--- config.mk ---
export PLATFORM = sky130hd
export DESIGN_NAME = ten_bit_coeff_pack_unpack_flat
export DESIGN_NICKNAME = d
export VERILOG_FILES = /design/src/rtl/tbcp_pkg.sv /design/src/rtl/tbcp_if.sv /design/src/rtl/ten_bit_coeff_pack_unpack.sv /design/src/rtl/tbcp_pos_ctl.sv /design/src/rtl/tbcp_low_store.sv /design/src/rtl/tbcp_high_store.sv /design/src/rtl/tbcp_emit.sv /design/src/flat_wrapper.sv
export SDC_FILE = /design/constraint.sdc
export NUM_CORES = 2
export LEC_CHECK = 0
export ABC_AREA = 0
export CAP_MARGIN = 20
export CELL_PAD_IN_SITES_DETAIL_PLACEMENT = 0
export CELL_PAD_IN_SITES_GLOBAL_PLACEMENT = 1
export CORE_AREA = 2 2 631 570
export DETAILED_ROUTE_END_ITERATION = 8
export DIE_AREA = 0 0 633 572
export DONT_BUFFER_PORTS = 1
export GPL_TIMING_DRIVEN = 0
export PLACE_DENSITY = 0.55
export SKIP_CTS_REPAIR_TIMING = 1
export SYNTH_ARGS = -nofsm -noshare
export SYNTH_HDL_FRONTEND = slang
export SYNTH_HIERARCHICAL = 1
export SYNTH_SLANG_ARGS = --single-unit
--- constraint.sdc ---
create_clock -name clk -period 3.9 [get_ports clk]
set_input_delay 0.195 -clock clk [delete_from_list [all_inputs] [get_ports clk]]
set_output_delay 0.195 -clock clk [all_outputs]
set_load 0.02 [all_outputs]
--- src/rtl/tbcp_pkg.sv ---
// ============================================================================
// tbcp_pkg: shared constants and types for the ten-bit coefficient packer
// Sizes of the polynomial and packed format, field widths, direction and
// step codes, and the structs passed between the datapath modules.
// ============================================================================
package tbcp_pkg;

    localparam int NUM_COEFFS   = 256;
    localparam int GROUP_STRIDE = 16;
    localparam int WORD_COUNT   = NUM_COEFFS / 8;
    localparam int BLOCK_SPAN   = 8 * GROUP_STRIDE;
    localparam int TOTAL_BYTES  = NUM_COEFFS + 2 * WORD_COUNT;

    localparam int POS_W   = $clog2(TOTAL_BYTES);
    localparam int COEFF_W = $clog2(NUM_COEFFS);
    localparam int WORD_W  = $clog2(WORD_COUNT);
    localparam int J_W     = $clog2(GROUP_STRIDE);
    localparam int GROUP_W = 3;
    localparam int STEP_W  = 3;
    localparam int DATA_W  = 16;
    localparam int BYTE_W  = 8;
    localparam int IDX_W   = 9;
    localparam int PAIR_LSB = 6;

    localparam logic [GROUP_W-1:0] LAST_GROUP = 3'd7;

    // direction register codes
    localparam logic DIR_PACK   = 1'b0;
    localparam logic DIR_UNPACK = 1'b1;

    // result steps of one item
    localparam logic [STEP_W-1:0] PSTEP_COEFF   = 3'd0;
    localparam logic [STEP_W-1:0] PSTEP_WORD_LO = 3'd1;
    localparam logic [STEP_W-1:0] PSTEP_WORD_HI = 3'd2;
    localparam logic [STEP_W-1:0] USTEP_LAST    = 3'd7;

    // decode of the item at the current position
    typedef struct packed {
        logic [COEFF_W-1:0] c;      // coefficient index (pack)
        logic [WORD_W-1:0]  w;      // low word index (pack)
        logic [GROUP_W-1:0] k;      // pair slot within the word (pack)
        logic               done;   // item closes the polynomial
        logic               hi_wr;  // unpack: high byte section
        logic               lo_odd; // unpack: second byte of a low word
        logic [COEFF_W-1:0] ubase;  // unpack: coefficient of slot 0 of the word
    } item_t;

    // read-modify-write request to the low word store
    typedef struct packed {
        logic [WORD_W-1:0]  w;
        logic [GROUP_W-1:0] k;
        logic [1:0]         pair;
    } low_upd_t;

endpackage

--- src/rtl/tbcp_if.sv ---
// ============================================================================
// tbcp_if: valid/ready channels of the ten-bit coefficient packer
// Input item channel, result channel and direction write channel.
// ============================================================================
interface tbcp_in_if import tbcp_pkg::*; ();
    logic              valid;
    logic              ready;
    logic [DATA_W-1:0] data_in;

    modport source (output valid, output data_in, input ready);
    modport sink   (input valid, input data_in, output ready);
endinterface

interface tbcp_out_if import tbcp_pkg::*; ();
    logic              valid;
    logic              ready;
    logic [DATA_W-1:0] out_value;
    logic [IDX_W-1:0]  out_index;
    logic              run_last;
    logic              poly_done;

    modport source (output valid, output out_value, output out_index,
                    output run_last, output poly_done, input ready);
    modport sink   (input valid, input out_value, input out_index,
                    input run_last, input poly_done, output ready);
endinterface

interface tbcp_cfg_if ();
    logic valid;
    logic ready;
    logic direction;

    modport source (output valid, output direction, input ready);
    modport sink   (input valid, input direction, output ready);
endinterface

--- src/rtl/ten_bit_coeff_pack_unpack.sv ---
// ============================================================================
// ten_bit_coeff_pack_unpack: ten-bit polynomial coefficient packer/unpacker
// Flow: an item's results pass through the job registers and then the output
// register, leaving at one per cycle while dout is not stalled; a new item is
// taken as the last result of the one in work leaves. Pack: one result per
// coefficient, three on the last coefficient of each low word (320 results per
// polynomial). Unpack: eight results on the second byte of each low word, else none.
// Reset: direction returns to pack, position zero, no results pending;
// the word and byte stores are not cleared and need no clearing pass.
// ============================================================================
module ten_bit_coeff_pack_unpack import tbcp_pkg::*; (
    input  logic        clk,
    input  logic        rst_n,
    tbcp_cfg_if.sink    cfg,
    tbcp_in_if.sink     din,
    tbcp_out_if.source  dout
);

    // Direction register. Any write restarts the polynomial.
    logic direction_reg, direction_next;
    logic cfg_wr;

    // Per-item decode and handshake between the blocks
    item_t              item;
    logic               accept;
    logic               in_ready;

    // Pack side: low word read-modify-write
    logic               low_rd_en;
    logic               low_upd_en;
    low_upd_t           low_upd;
    logic [DATA_W-1:0]  low_word;

    // Unpack side: high byte store
    logic               hi_wr_en;
    logic               hi_rd_en;
    logic [COEFF_W-1:0] hi_rd_addr;
    logic [BYTE_W-1:0]  hi_byte;

    // Config never stalls; the user writes only while the block is idle, unchecked.
    assign cfg.ready      = 1'b1;
    assign cfg_wr         = cfg.valid && cfg.ready;
    assign direction_next = cfg_wr ? cfg.direction : direction_reg;

    always_ff @(posedge clk or negedge rst_n)
    begin
        if (!rst_n)
        begin
            direction_reg <= DIR_PACK;
        end
        else
        begin
            direction_reg <= direction_next;
        end
    end

    assign din.ready = in_ready;

    // Read the word being built as the coefficient is taken; the merge and
    // write back happen in the sequencer's first cycle for that item.
    assign low_rd_en = accept && (direction_reg == DIR_PACK);

    // Store each high byte as it arrives in the first section of the stream.
    assign hi_wr_en  = accept && (direction_reg == DIR_UNPACK) && item.hi_wr;

    tbcp_pos_ctl u_pos_ctl (
        .clk       (clk),
        .rst_n     (rst_n),
        .accept    (accept),
        .restart   (cfg_wr),
        .direction (direction_reg),
        .item      (item)
    );

    tbcp_low_store u_low_store (
        .clk      (clk),
        .rst_n    (rst_n),
        .rd_en    (low_rd_en),
        .rd_addr  (item.w),
        .upd_en   (low_upd_en),
        .upd      (low_upd),
        .upd_word (low_word)
    );

    tbcp_high_store u_high_store (
        .clk     (clk),
        .rst_n   (rst_n),
        .wr_en   (hi_wr_en),
        .wr_addr (item.c),
        .wr_data (din.data_in[BYTE_W-1:0]),
        .rd_en   (hi_rd_en),
        .rd_addr (hi_rd_addr),
        .rd_data (hi_byte)
    );

    // Sequencer: hold the item in work, advance one result per cycle into
    // the output register while it can take one, drop the item after its last result.
    tbcp_emit u_emit (
        .clk        (clk),
        .rst_n      (rst_n),
        .restart    (cfg_wr),
        .direction  (direction_reg),
        .in_valid   (din.valid),
        .data_in    (din.data_in),
        .item       (item),
        .low_word   (low_word),
        .hi_byte    (hi_byte),
        .in_ready   (in_ready),
        .accept     (accept),
        .low_upd_en (low_upd_en),
        .low_upd    (low_upd),
        .hi_rd_en   (hi_rd_en),
        .hi_rd_addr (hi_rd_addr),
        .dout       (dout)
    );

endmodule

--- src/rtl/tbcp_pos_ctl.sv ---
// ============================================================================
// tbcp_pos_ctl: position tracking
// Keeps the item position in the polynomial and the word/group counters
// for both directions, and decodes the item at the current position.
// ============================================================================
module tbcp_pos_ctl import tbcp_pkg::*; (
    input  logic  clk,
    input  logic  rst_n,
    input  logic  accept,
    input  logic  restart,
    input  logic  direction,
    output item_t item
);

    logic [POS_W-1:0]   pos_reg, pos_next;
    logic [J_W-1:0]     pj_reg, pj_next;
    logic [GROUP_W-1:0] pk_reg, pk_next;
    logic [WORD_W-1:0]  pwb_reg, pwb_next;
    logic [J_W-1:0]     uj_reg, uj_next;
    logic [COEFF_W-1:0] ub_reg, ub_next;

    always_comb
    begin
        item.c      = pos_reg[COEFF_W-1:0];
        item.w      = pwb_reg + WORD_W'(pj_reg);
        item.k      = pk_reg;
        item.done   = (direction == DIR_PACK) ? (pos_reg == POS_W'(NUM_COEFFS - 1))
                                              : (pos_reg == POS_W'(TOTAL_BYTES - 1));
        item.hi_wr  = pos_reg < POS_W'(NUM_COEFFS);
        item.lo_odd = !item.hi_wr && pos_reg[0];
        item.ubase  = ub_reg;
    end

    always_comb
    begin
        pos_next = pos_reg;
        pj_next  = pj_reg;
        pk_next  = pk_reg;
        pwb_next = pwb_reg;
        uj_next  = uj_reg;
        ub_next  = ub_reg;
        if (restart || (accept && item.done))
        begin
            pos_next = '0;
            pj_next  = '0;
            pk_next  = '0;
            pwb_next = '0;
            uj_next  = '0;
            ub_next  = '0;
        end
        else if (accept)
        begin
            pos_next = pos_reg + POS_W'(1);
            if (direction == DIR_PACK)
            begin
                // walk j fastest, then k, then the block of words
                if (pj_reg == J_W'(GROUP_STRIDE - 1))
                begin
                    pj_next = '0;
                    if (pk_reg == LAST_GROUP)
                    begin
                        pk_next  = '0;
                        pwb_next = pwb_reg + WORD_W'(GROUP_STRIDE);
                    end
                    else
                    begin
                        pk_next = pk_reg + GROUP_W'(1);
                    end
                end
                else
                begin
                    pj_next = pj_reg + J_W'(1);
                end
            end
            else if (item.lo_odd)
            begin
                if (uj_reg == J_W'(GROUP_STRIDE - 1))
                begin
                    uj_next = '0;
                    ub_next = ub_reg + COEFF_W'(BLOCK_SPAN - GROUP_STRIDE + 1);
                end
                else
                begin
                    uj_next = uj_reg + J_W'(1);
                    ub_next = ub_reg + COEFF_W'(1);
                end
            end
        end
    end

    always_ff @(posedge clk or negedge rst_n)
    begin
        if (!rst_n)
        begin
            pos_reg <= '0;
            pj_reg  <= '0;
            pk_reg  <= '0;
            pwb_reg <= '0;
            uj_reg  <= '0;
            ub_reg  <= '0;
        end
        else
        begin
            pos_reg <= pos_next;
            pj_reg  <= pj_next;
            pk_reg  <= pk_next;
            pwb_reg <= pwb_next;
            uj_reg  <= uj_next;
            ub_reg  <= ub_next;
        end
    end

    a_pos_range: assert property (@(posedge clk) disable iff (!rst_n)
        (pos_reg < POS_W'(TOTAL_BYTES)) &&
        ((direction == DIR_UNPACK) || (pos_reg < POS_W'(NUM_COEFFS))))
        else $error("position outside the polynomial");

endmodule

--- src/rtl/tbcp_low_store.sv ---
// ============================================================================
// tbcp_low_store: low word store for packing
// Synchronous memory of partial low words. Read at item acceptance, merge
// the coefficient's bit pair in the next cycle and write back; a finished
// word is written back as zero.
// ============================================================================
module tbcp_low_store import tbcp_pkg::*; (
    input  logic              clk,
    input  logic              rst_n,
    input  logic              rd_en,
    input  logic [WORD_W-1:0] rd_addr,
    input  logic              upd_en,
    input  low_upd_t          upd,
    output logic [DATA_W-1:0] upd_word
);

    logic [DATA_W-1:0] word_mem [WORD_COUNT];
    logic [DATA_W-1:0] rd_data_reg;
    logic [DATA_W-1:0] base_word;
    logic [DATA_W-1:0] pair_bits;
    logic [DATA_W-1:0] wr_data;

    always_comb
    begin
        // the first group of a word starts it fresh, so stale entries never leak
        base_word = (upd.k == '0) ? '0 : rd_data_reg;
        pair_bits = DATA_W'(upd.pair) << (4'd14 - {upd.k, 1'b0});
        upd_word  = base_word | pair_bits;
        wr_data   = (upd.k == LAST_GROUP) ? '0 : upd_word;
    end

    always_ff @(posedge clk)
    begin
        if (upd_en)
        begin
            word_mem[upd.w] <= wr_data;
        end
        if (rd_en)
        begin
            rd_data_reg <= (upd_en && (upd.w == rd_addr)) ? wr_data : word_mem[rd_addr];
        end
    end

    a_upd_follows_read: assert property (@(posedge clk) disable iff (!rst_n)
        upd_en |-> ($past(rd_en) && ($past(rd_addr) == upd.w)))
        else $error("low word update without its read");

    a_no_same_word: assert property (@(posedge clk) disable iff (!rst_n)
        (upd_en && rd_en) |-> (rd_addr != upd.w))
        else $error("back-to-back coefficients share a low word");

endmodule

--- src/rtl/tbcp_high_store.sv ---
// ============================================================================
// tbcp_high_store: high byte store for unpacking
// Synchronous memory of the high bytes of one polynomial, one write and
// one registered read port.
// ============================================================================
module tbcp_high_store import tbcp_pkg::*; (
    input  logic               clk,
    input  logic               rst_n,
    input  logic               wr_en,
    input  logic [COEFF_W-1:0] wr_addr,
    input  logic [BYTE_W-1:0]  wr_data,
    input  logic               rd_en,
    input  logic [COEFF_W-1:0] rd_addr,
    output logic [BYTE_W-1:0]  rd_data
);

    logic [BYTE_W-1:0] byte_mem [NUM_COEFFS];
    logic [BYTE_W-1:0] rd_data_reg;

    always_ff @(posedge clk)
    begin
        if (wr_en)
        begin
            byte_mem[wr_addr] <= wr_data;
        end
        if (rd_en)
        begin
            rd_data_reg <= byte_mem[rd_addr];
        end
    end

    assign rd_data = rd_data_reg;

    a_no_write_during_read: assert property (@(posedge clk) disable iff (!rst_n)
        wr_en |-> !rd_en)
        else $error("high byte written while a word is being expanded");

endmodule

--- src/rtl/tbcp_emit.sv ---
// ============================================================================
// tbcp_emit: result sequencer
// Holds the item in work, steps through its results one per cycle while the
// result channel is not stalled, and drives the registered result channel.
// ============================================================================
module tbcp_emit import tbcp_pkg::*; (
    input  logic               clk,
    input  logic               rst_n,
    input  logic               restart,
    input  logic               direction,
    input  logic               in_valid,
    input  logic [DATA_W-1:0]  data_in,
    input  item_t              item,
    input  logic [DATA_W-1:0]  low_word,
    input  logic [BYTE_W-1:0]  hi_byte,
    output logic               in_ready,
    output logic               accept,
    output logic               low_upd_en,
    output low_upd_t           low_upd,
    output logic               hi_rd_en,
    output logic [COEFF_W-1:0] hi_rd_addr,
    tbcp_out_if.source         dout
);

    logic               job_valid_reg, job_valid_next;
    logic [STEP_W-1:0]  job_step_reg, job_step_next;
    logic [COEFF_W-1:0] job_c_reg, job_c_next;
    logic [BYTE_W-1:0]  job_hi_reg, job_hi_next;
    logic [WORD_W-1:0]  job_w_reg, job_w_next;
    logic [GROUP_W-1:0] job_k_reg, job_k_next;
    logic [1:0]         job_pair_reg, job_pair_next;
    logic               job_done_reg, job_done_next;
    logic               job_fresh_reg, job_fresh_next;
    logic [DATA_W-1:0]  job_word_reg, job_word_next;
    logic [BYTE_W-1:0]  held_reg, held_next;

    logic               out_valid_reg, out_valid_next;
    logic [DATA_W-1:0]  out_value_reg;
    logic [IDX_W-1:0]   out_index_reg;
    logic               out_last_reg;
    logic               out_done_reg;

    logic               out_adv;
    logic [STEP_W-1:0]  last_step;
    logic               job_last;
    logic               emit;
    logic               load;
    logic [POS_W-1:0]   byte_pos;
    logic [DATA_W-1:0]  res_value;
    logic [IDX_W-1:0]   res_index;

    always_comb
    begin
        out_adv   = !out_valid_reg || dout.ready;
        if (direction == DIR_UNPACK)
        begin
            last_step = USTEP_LAST;
        end
        else
        begin
            last_step = (job_k_reg == LAST_GROUP) ? PSTEP_WORD_HI : PSTEP_COEFF;
        end
        job_last  = job_step_reg == last_step;
        emit      = job_valid_reg && out_adv;
        in_ready  = !job_valid_reg || (emit && job_last);
        accept    = in_valid && in_ready;
        load      = accept && ((direction == DIR_PACK) || item.lo_odd);
    end

    // result of the current step
    always_comb
    begin
        byte_pos = POS_W'(NUM_COEFFS)
                 + POS_W'({job_w_reg, job_step_reg == PSTEP_WORD_HI});
        res_value = '0;
        res_index = IDX_W'(job_c_reg);
        if (direction == DIR_UNPACK)
        begin
            res_value = {hi_byte, job_word_reg[DATA_W-1 -: 2], {PAIR_LSB{1'b0}}};
        end
        else
        begin
            case (job_step_reg)
                PSTEP_COEFF:
                begin
                    res_value = {{BYTE_W{1'b0}}, job_hi_reg};
                end
                PSTEP_WORD_LO:
                begin
                    res_value = {{BYTE_W{1'b0}}, job_word_reg[BYTE_W-1:0]};
                    res_index = IDX_W'(byte_pos);
                end
                default:
                begin
                    res_value = {{BYTE_W{1'b0}}, job_word_reg[DATA_W-1:BYTE_W]};
                    res_index = IDX_W'(byte_pos);
                end
            endcase
        end
    end

    always_comb
    begin
        job_valid_next = job_valid_reg;
        job_step_next  = job_step_reg;
        job_c_next     = job_c_reg;
        job_hi_next    = job_hi_reg;
        job_w_next     = job_w_reg;
        job_k_next     = job_k_reg;
        job_pair_next  = job_pair_reg;
        job_done_next  = job_done_reg;
        job_word_next  = job_word_reg;
        job_fresh_next = 1'b0;
        held_next      = held_reg;

        // latch the merged low word on the cycle it is written back
        if (job_fresh_reg)
        begin
            job_word_next = low_word;
        end

        if (emit)
        begin
            if (job_last)
            begin
                job_valid_next = 1'b0;
            end
            else
            begin
                job_step_next = job_step_reg + STEP_W'(1);
                if (direction == DIR_UNPACK)
                begin
                    job_c_next    = job_c_reg + COEFF_W'(GROUP_STRIDE);
                    job_word_next = {job_word_reg[DATA_W-3:0], 2'b00};
                end
            end
        end

        if (load)
        begin
            job_valid_next = 1'b1;
            job_step_next  = '0;
            job_done_next  = item.done;
            job_hi_next    = data_in[DATA_W-1:BYTE_W];
            job_w_next     = item.w;
            job_k_next     = item.k;
            job_pair_next  = data_in[PAIR_LSB +: 2];
            if (direction == DIR_PACK)
            begin
                job_c_next     = item.c;
                job_fresh_next = 1'b1;
            end
            else
            begin
                job_c_next    = item.ubase;
                job_word_next = {data_in[BYTE_W-1:0], held_reg};
            end
        end

        if (accept && (direction == DIR_UNPACK) && !item.hi_wr && !item.lo_odd)
        begin
            held_next = data_in[BYTE_W-1:0];
        end
        if (restart)
        begin
            held_next = '0;
        end
    end

    // high byte read tracks the step that is current after this edge
    assign hi_rd_en   = job_valid_next && (direction == DIR_UNPACK);
    assign hi_rd_addr = job_c_next;

    assign low_upd_en = job_fresh_reg;
    assign low_upd    = '{w: job_w_reg, k: job_k_reg, pair: job_pair_reg};

    assign out_valid_next = emit ? 1'b1 : (dout.ready ? 1'b0 : out_valid_reg);

    always_ff @(posedge clk or negedge rst_n)
    begin
        if (!rst_n)
        begin
            job_valid_reg <= 1'b0;
            job_fresh_reg <= 1'b0;
            job_step_reg  <= '0;
            held_reg      <= '0;
            out_valid_reg <= 1'b0;
        end
        else
        begin
            job_valid_reg <= job_valid_next;
            job_fresh_reg <= job_fresh_next;
            job_step_reg  <= job_step_next;
            held_reg      <= held_next;
            out_valid_reg <= out_valid_next;
        end
    end

    always_ff @(posedge clk)
    begin
        job_c_reg    <= job_c_next;
        job_hi_reg   <= job_hi_next;
        job_w_reg    <= job_w_next;
        job_k_reg    <= job_k_next;
        job_pair_reg <= job_pair_next;
        job_done_reg <= job_done_next;
        job_word_reg <= job_word_next;
        if (emit)
        begin
            out_value_reg <= res_value;
            out_index_reg <= res_index;
            out_last_reg  <= job_last;
            out_done_reg  <= job_last && job_done_reg;
        end
    end

    assign dout.valid     = out_valid_reg;
    assign dout.out_value = out_value_reg;
    assign dout.out_index = out_index_reg;
    assign dout.run_last  = out_last_reg;
    assign dout.poly_done = out_done_reg;

    a_done_is_last: assert property (@(posedge clk) disable iff (!rst_n)
        (out_valid_reg && out_done_reg) |-> out_last_reg)
        else $error("polynomial end flagged on a non-final result");

    a_fresh_after_load: assert property (@(posedge clk) disable iff (!rst_n)
        job_fresh_reg |-> (job_valid_reg && (job_step_reg == PSTEP_COEFF) && $past(load)))
        else $error("low word merge outside the first cycle of a pack item");

endmodule
--- src/flat_wrapper.sv ---
// flat-port wrapper written by rule: the top's interface ports become plain ports
module ten_bit_coeff_pack_unpack_flat import tbcp_pkg::*;
  (clk, rst_n, cfg_valid, cfg_direction, cfg_ready, din_valid, din_data_in, din_ready, dout_valid, dout_out_value, dout_out_index, dout_run_last, dout_poly_done, dout_ready);
  tbcp_cfg_if cfg_i ();
  tbcp_in_if din_i ();
  tbcp_out_if dout_i ();
  input  logic clk;
  input  logic rst_n;
  input wire logic [$bits(cfg_i.valid)-1:0] cfg_valid;
  input wire logic [$bits(cfg_i.direction)-1:0] cfg_direction;
  output wire logic [$bits(cfg_i.ready)-1:0] cfg_ready;
  input wire logic [$bits(din_i.valid)-1:0] din_valid;
  input wire logic [$bits(din_i.data_in)-1:0] din_data_in;
  output wire logic [$bits(din_i.ready)-1:0] din_ready;
  output wire logic [$bits(dout_i.valid)-1:0] dout_valid;
  output wire logic [$bits(dout_i.out_value)-1:0] dout_out_value;
  output wire logic [$bits(dout_i.out_index)-1:0] dout_out_index;
  output wire logic [$bits(dout_i.run_last)-1:0] dout_run_last;
  output wire logic [$bits(dout_i.poly_done)-1:0] dout_poly_done;
  input wire logic [$bits(dout_i.ready)-1:0] dout_ready;
  assign cfg_i.valid = cfg_valid;
  assign cfg_i.direction = cfg_direction;
  assign cfg_ready = cfg_i.ready;
  assign din_i.valid = din_valid;
  assign din_i.data_in = din_data_in;
  assign din_ready = din_i.ready;
  assign dout_valid = dout_i.valid;
  assign dout_out_value = dout_i.out_value;
  assign dout_out_index = dout_i.out_index;
  assign dout_run_last = dout_i.run_last;
  assign dout_poly_done = dout_i.poly_done;
  assign dout_i.ready = dout_ready;
  ten_bit_coeff_pack_unpack u_core (.clk(clk), .rst_n(rst_n), .cfg(cfg_i), .din(din_i), .dout(dout_i));
endmodule
==> flow_summary.html <==
<table>
<tr><th>Metric</th><th>Value</th></tr>
<tr><th colspan="2">Outcome</th></tr>
<tr><td>Run status</td><td>finished, violations left</td></tr>
<tr><td>Violations in the final reports</td><td>hold timing, slew limit, setup timing</td></tr>
<tr><th colspan="2">Drt</th></tr>
<tr><td>Pre-antenna DRT Iters</td><td>7</td></tr>
<tr><td>Post-detailed-route count of antenna-violating nets</td><td>0</td></tr>
<tr><td>DR vias/cell</td><td>5.34</td></tr>
<tr><td>Final WL</td><td>355 mm</td></tr>
<tr><td>DRC violations left</td><td>0</td></tr>
<tr><td>Iteration-0 DRC count of the detailed router</td><td>7077</td></tr>
<tr><td>Via count</td><td>58.2k</td></tr>
<tr><td>Routed wirelength normalized by instance count</td><td>32.6 um</td></tr>
<tr><th colspan="2">Critical path</th></tr>
<tr><td>Length in cells of the worst reg-to-reg path</td><td>19</td></tr>
<tr><td>Crit Path Max Fanout</td><td>7</td></tr>
<tr><td>Slowest cell on the critical path</td><td>mux4_2</td></tr>
<tr><td>Critical path class</td><td>register to register</td></tr>
<tr><td>R2r endpoint</td><td>u_core/u_high_store/rd_data[5]</td></tr>
<tr><td>CP Data Required Time</td><td>4.56 ns</td></tr>
<tr><td>Ordered cell list for the critical path</td><td>buf_6 &gt; or3_4 &gt; a221oi_4 &gt; a21oi_2 &gt; inv_2 &gt; buf_8 &gt; nand3_2 &gt; o211ai_1 &gt; buf_4 &gt; buf_12 &gt; buf_16 &gt; buf_16 &gt; buf_6 &gt; mux4_2 &gt; a22o_1 &gt; a221oi_4 &gt; o32ai_2 &gt; nor3_2 &gt; nor4_1</td></tr>
<tr><td>Arr. time, crit path</td><td>5.43 ns</td></tr>
<tr><td>CP Capture Type</td><td>register</td></tr>
<tr><td>Critical register-to-register path startpoint</td><td>u_core/direction_reg</td></tr>
<tr><td>Peak per-stage delay on the critical path</td><td>0.49 ns</td></tr>
<tr><td>Kind of start point of the critical path</td><td>register</td></tr>
<tr><td>Worst reg-to-reg setup slack</td><td>-0.86 ns</td></tr>
<tr><th colspan="2">Placed design</th></tr>
<tr><td>Detailed Place HPWL</td><td>232 mm</td></tr>
<tr><td>Global placer's final weighted congestion</td><td>0.891</td></tr>
<tr><td>IO buf count</td><td>0</td></tr>
<tr><th colspan="2">Timing</th></tr>
<tr><td>Final worst slack</td><td>-0.864 ns</td></tr>
<tr><td>Final Hold Slack</td><td>-0.153 ns</td></tr>
<tr><td>Relative max-transition margin</td><td>-15.4%</td></tr>
<tr><td>Maximum frequency from static timing analysis</td><td>0.210 GHz</td></tr>
<tr><td>Measured slew at the worst slew-check pin</td><td>1.73 ns</td></tr>
<tr><td>Total negative setup slack</td><td>-9.93 ns</td></tr>
<tr><td>Layout Skew</td><td>0.0991 ns</td></tr>
<tr><td>Final Cycle Share</td><td>122%</td></tr>
<tr><td>Count of endpoints failing setup in the final report</td><td>52</td></tr>
<tr><td>Unrepaired setup endpoints after global routing</td><td>true</td></tr>
<tr><td>Max-slew violations</td><td>259</td></tr>
<tr><td>Final Critical Period</td><td>4.76 ns</td></tr>
<tr><td>Hold violation count in the final report</td><td>74</td></tr>
<tr><th colspan="2">Global routing</th></tr>
<tr><td>Initial antenna violation count</td><td>16</td></tr>
<tr><td>Global-route track usage on met1</td><td>26.8%</td></tr>
<tr><td>Met2 usage in global routing</td><td>29.2%</td></tr>
<tr><td>Pin count of the biggest net entering global routing</td><td>260</td></tr>
<tr><td>Overall global routing resource usage</td><td>19.0%</td></tr>
<tr><td>Number of global-route vias before repair</td><td>56.0k</td></tr>
<tr><td>Routing layer with the top usage in global route</td><td>met2</td></tr>
<tr><td>Total gr overflow</td><td>0</td></tr>
<tr><td>First-pass GRT wire length</td><td>475 mm</td></tr>
<tr><td>GRT met3 Usage</td><td>3.41%</td></tr>
<tr><th colspan="2">Hold path</th></tr>
<tr><td>Start point of the worst hold path</td><td>din_data_in[6]</td></tr>
<tr><td>Class of the worst hold path</td><td>primary input to register</td></tr>
<tr><td>Worst min-delay path endpoint</td><td>u_core/u_high_store/byte_mem[218][6]</td></tr>
<tr><td>Number of stages on the worst hold path</td><td>1</td></tr>
<tr><th colspan="2">Floorplan</th></tr>
<tr><td>Die Y-Extent</td><td>572 um</td></tr>
<tr><td>Number of placement rows</td><td>208</td></tr>
<tr><td>Horizontal extent of the die</td><td>633 um</td></tr>
<tr><td>Core Box Area</td><td>356000 um2</td></tr>
<tr><td>Total Die Area</td><td>362000 um2</td></tr>
<tr><td>Effective utilization at floorplan</td><td>29.9%</td></tr>
<tr><td>Top-level port count</td><td>52</td></tr>
<tr><th colspan="2">Synth</th></tr>
<tr><td>Most common flop cell mapped by yosys</td><td>edfxtp_1</td></tr>
<tr><td>Fraction of registers with async set/reset</td><td>1.63%</td></tr>
<tr><td>Synthesized net count</td><td>5391</td></tr>
<tr><td>Share of synthesized area occupied by flip-flops and latches</td><td>75.7%</td></tr>
<tr><td>Post-synthesis compound-gate area fraction</td><td>4.17%</td></tr>
<tr><td>Distinct cells, synth</td><td>92</td></tr>
<tr><td>Area fraction in and, or, nand and nor cells after synthesis</td><td>3.37%</td></tr>
<tr><td>Number of instances in the synthesized netlist</td><td>5355</td></tr>
<tr><td>Main combinational cell family by area after synthesis</td><td>multiplexers</td></tr>
<tr><td>Syn Std Cell Area</td><td>106000 um2</td></tr>
<tr><td>Top cells by area in the synthesized netlist</td><td>edfxtp_1, mux4_2, mux2i_1, nor2_1, a22oi_1</td></tr>
<tr><td>XOR/XNOR Fraction of Synth Area</td><td>0.206%</td></tr>
<tr><td>Adder-Cell Fraction of Synth Area</td><td>0.165%</td></tr>
<tr><td>Number of flops mapped to enable cells by yosys</td><td>2630</td></tr>
<tr><td>Cell taking the most area after synthesis</td><td>edfxtp_1</td></tr>
<tr><td>Area share of the leading cell type in the synthesized netlist</td><td>74.2%</td></tr>
<tr><td>Avg Cell Area, Syn</td><td>19.9 um2</td></tr>
<tr><td>Portion of netlist area occupied by mux cells</td><td>14.3%</td></tr>
<tr><td>Number of register bits inferred by synthesis</td><td>2698</td></tr>
<tr><td>Yosys warnings</td><td>6</td></tr>
<tr><th colspan="2">Power</th></tr>
<tr><td>VDD IR max</td><td>0.389 mV</td></tr>
<tr><td>Part of the power in the clock network</td><td>32.6%</td></tr>
<tr><td>Total chip power</td><td>84.4 mW</td></tr>
<tr><td>Share of total power consumed by net switching</td><td>32.6%</td></tr>
<tr><td>Seq pwr share</td><td>39.0%</td></tr>
<tr><td>Combinational power share</td><td>28.4%</td></tr>
<tr><td>Internal power of the cells</td><td>56.9 mW</td></tr>
<tr><td>Net switching power of the design</td><td>27.5 mW</td></tr>
<tr><td>Leakage dissipation</td><td>40.7 nW</td></tr>
<tr><td>Power density normalized to cell area</td><td>655 nW/um2</td></tr>
<tr><th colspan="2">Cells and area</th></tr>
<tr><td>Commonest cells after routing, fill and taps aside</td><td>edfxtp_1, mux4_2, clkbuf_16</td></tr>
<tr><td>Register name with the most flops</td><td>u_core/u_high_store/byte_mem</td></tr>
<tr><td>Fraction of the core area covered by cells at the end of the flow</td><td>36.2%</td></tr>
<tr><td>Fraction of layout cells with a size suffix above 1</td><td>31.1%</td></tr>
<tr><td>Area growth from synthesis to layout</td><td>21.1%</td></tr>
<tr><td>Number of flip-flops under the largest register name</td><td>2048</td></tr>
<tr><td>Net count of the finished layout</td><td>5974</td></tr>
<tr><td>Registers with the highest flip-flop counts</td><td>u_core/u_high_store/byte_mem x2048, u_core/u_low_store/word_mem x512</td></tr>
<tr><td>Most frequent standard cell in the layout excluding fill and tap cells</td><td>edfxtp_1</td></tr>
<tr><th colspan="2">Flow run</th></tr>
<tr><td>Number of maximum-capacitance constraint violations</td><td>0</td></tr>
<tr><th colspan="2">Clock network</th></tr>
<tr><td>Bufs on Longest Clock Path</td><td>4</td></tr>
<tr><td>Number of buffers created by CTS</td><td>301</td></tr>
<tr><td>TritonCTS clock tree</td><td>yes</td></tr>
<tr><td>Source-to-sink clock delay at the later pin of the worst-skew pair</td><td>0.93 ns</td></tr>
<tr><td>Register clock-pin slew on the reported worst setup and hold paths</td><td>0.06 ns</td></tr>
<tr><td>Number of clock sinks</td><td>2698</td></tr>
<tr><td># H-tree levels</td><td>5</td></tr>
<tr><td>Library cell used as clock root buffer</td><td>clkbuf_16</td></tr>
</table>
==> worst max-delay path, delay by kind of cell (launching register included) <==
kind                   cells  cell delay, ns
AO/OA/AOI/OAI              6            1.48
buffers and inverters      8            1.31
flip-flops                 1            0.42
AND/OR/NAND/NOR            4            0.79
multiplexers               1            0.49
==> per-layer routing <==
metal	part of all wire, %	wire [um]
met5	0.0037	13
met4	4.3	15100
met3	8.5	30200
met2	45	160000
met1	42	149000
==> worst max path at each step <==
stage,start,to,slack (ns),depth (start not counted)
global placement,u_core/direction_reg,u_core/u_high_store/rd_data[3],-4.60,17
detailed placement,u_core/direction_reg,u_core/u_high_store/rd_data[3],-2.89,16
floorplan,u_core/direction_reg,u_core/u_high_store/rd_data[2],0.05,17
CTS,u_core/direction_reg,u_core/u_high_store/rd_data[3],-2.85,16
finish,u_core/direction_reg,u_core/u_high_store/rd_data[5],-0.86,19
global route,u_core/direction_reg,u_core/u_high_store/rd_data[7],-1.04,18
==> power groups by stage <==
stage	registers [mW]	logic [mW]	clock network, mW
after floorplan	33.4	10.3	0
after global placement	33.5	19.5	0
after detailed placement	33.5	20.1	0
after CTS	32.9	20.1	28.0
after global routing	32.9	24.3	29.1
final	32.9	23.9	27.5
==> synthesized netlist by cell type, types with 11 or more instances <==
master,instances
buf_8,16
nand2b_1,32
buf_4,51
mux2i_1,310
or2_2,11
o211ai_1,16
a211oi_1,23
xnor2_1,14
nand4_1,19
xor2_1,11
o22ai_1,40
a21oi_1,144
mux2_2,28
nor4_1,27
nor2_1,377
dfrtp_1,44
buf_1,24
nor3_1,27
edfxtp_1,2630
inv_1,24
nand2_1,92
o21ai_0,39
a22oi_1,169
ha_1,14
o221ai_1,57
clkbuf_1,151
dfxtp_1,24
a221oi_1,26
nor2b_1,41
and2_1,27
a22o_1,33
mux4_2,514
buf_2,58
buf_6,34
nand3_1,60
==> through the flow <==
stage | cell area, um2 | cells | hold WS (ns) | worst slack, ns
2_1_floorplan | 106000 | 5355 | -0.101 | 0.0454
3_3_place_gp | 112000 | 10100 | -0.0959 | -4.60
3_5_place_dp | 114000 | 10200 | -0.0954 | -2.89
4_1_cts | 123000 | 10700 | -1.10 | -2.85
5_1_grt | 129000 | 10900 | -0.0172 | -1.04
6_report | 129000 | 10900 | -0.153 | -0.864
==> kinds of logic (layout without fill, tap and decap cells) <==
kind of cell | after synthesis | in the layout
AO/OA/AOI/OAI | 622 | 622
XOR/XNOR | 25 | 25
adder cells (fa/ha/maj) | 14 | 14
buffers and inverters | 370 | 1180
flip-flops | 2698 | 2698
multiplexers | 864 | 864
other | 1 | 6
AND/OR/NAND/NOR | 761 | 762
==> area by class of cell <==
cell class,instances,area [um2]
Fill cell,32900,227000
Sequential cell,2698,80600
Multi-Input combinational cell,2288,25900
Clock buffer,363,7830
Tap cell,4725,5910
Timing Repair Buffer,286,3910
Buffer,336,3030
Clock inverter,168,1610
Inverter,27,101
Antenna cell,5,12.5
(Power assumes the default switching activity.)
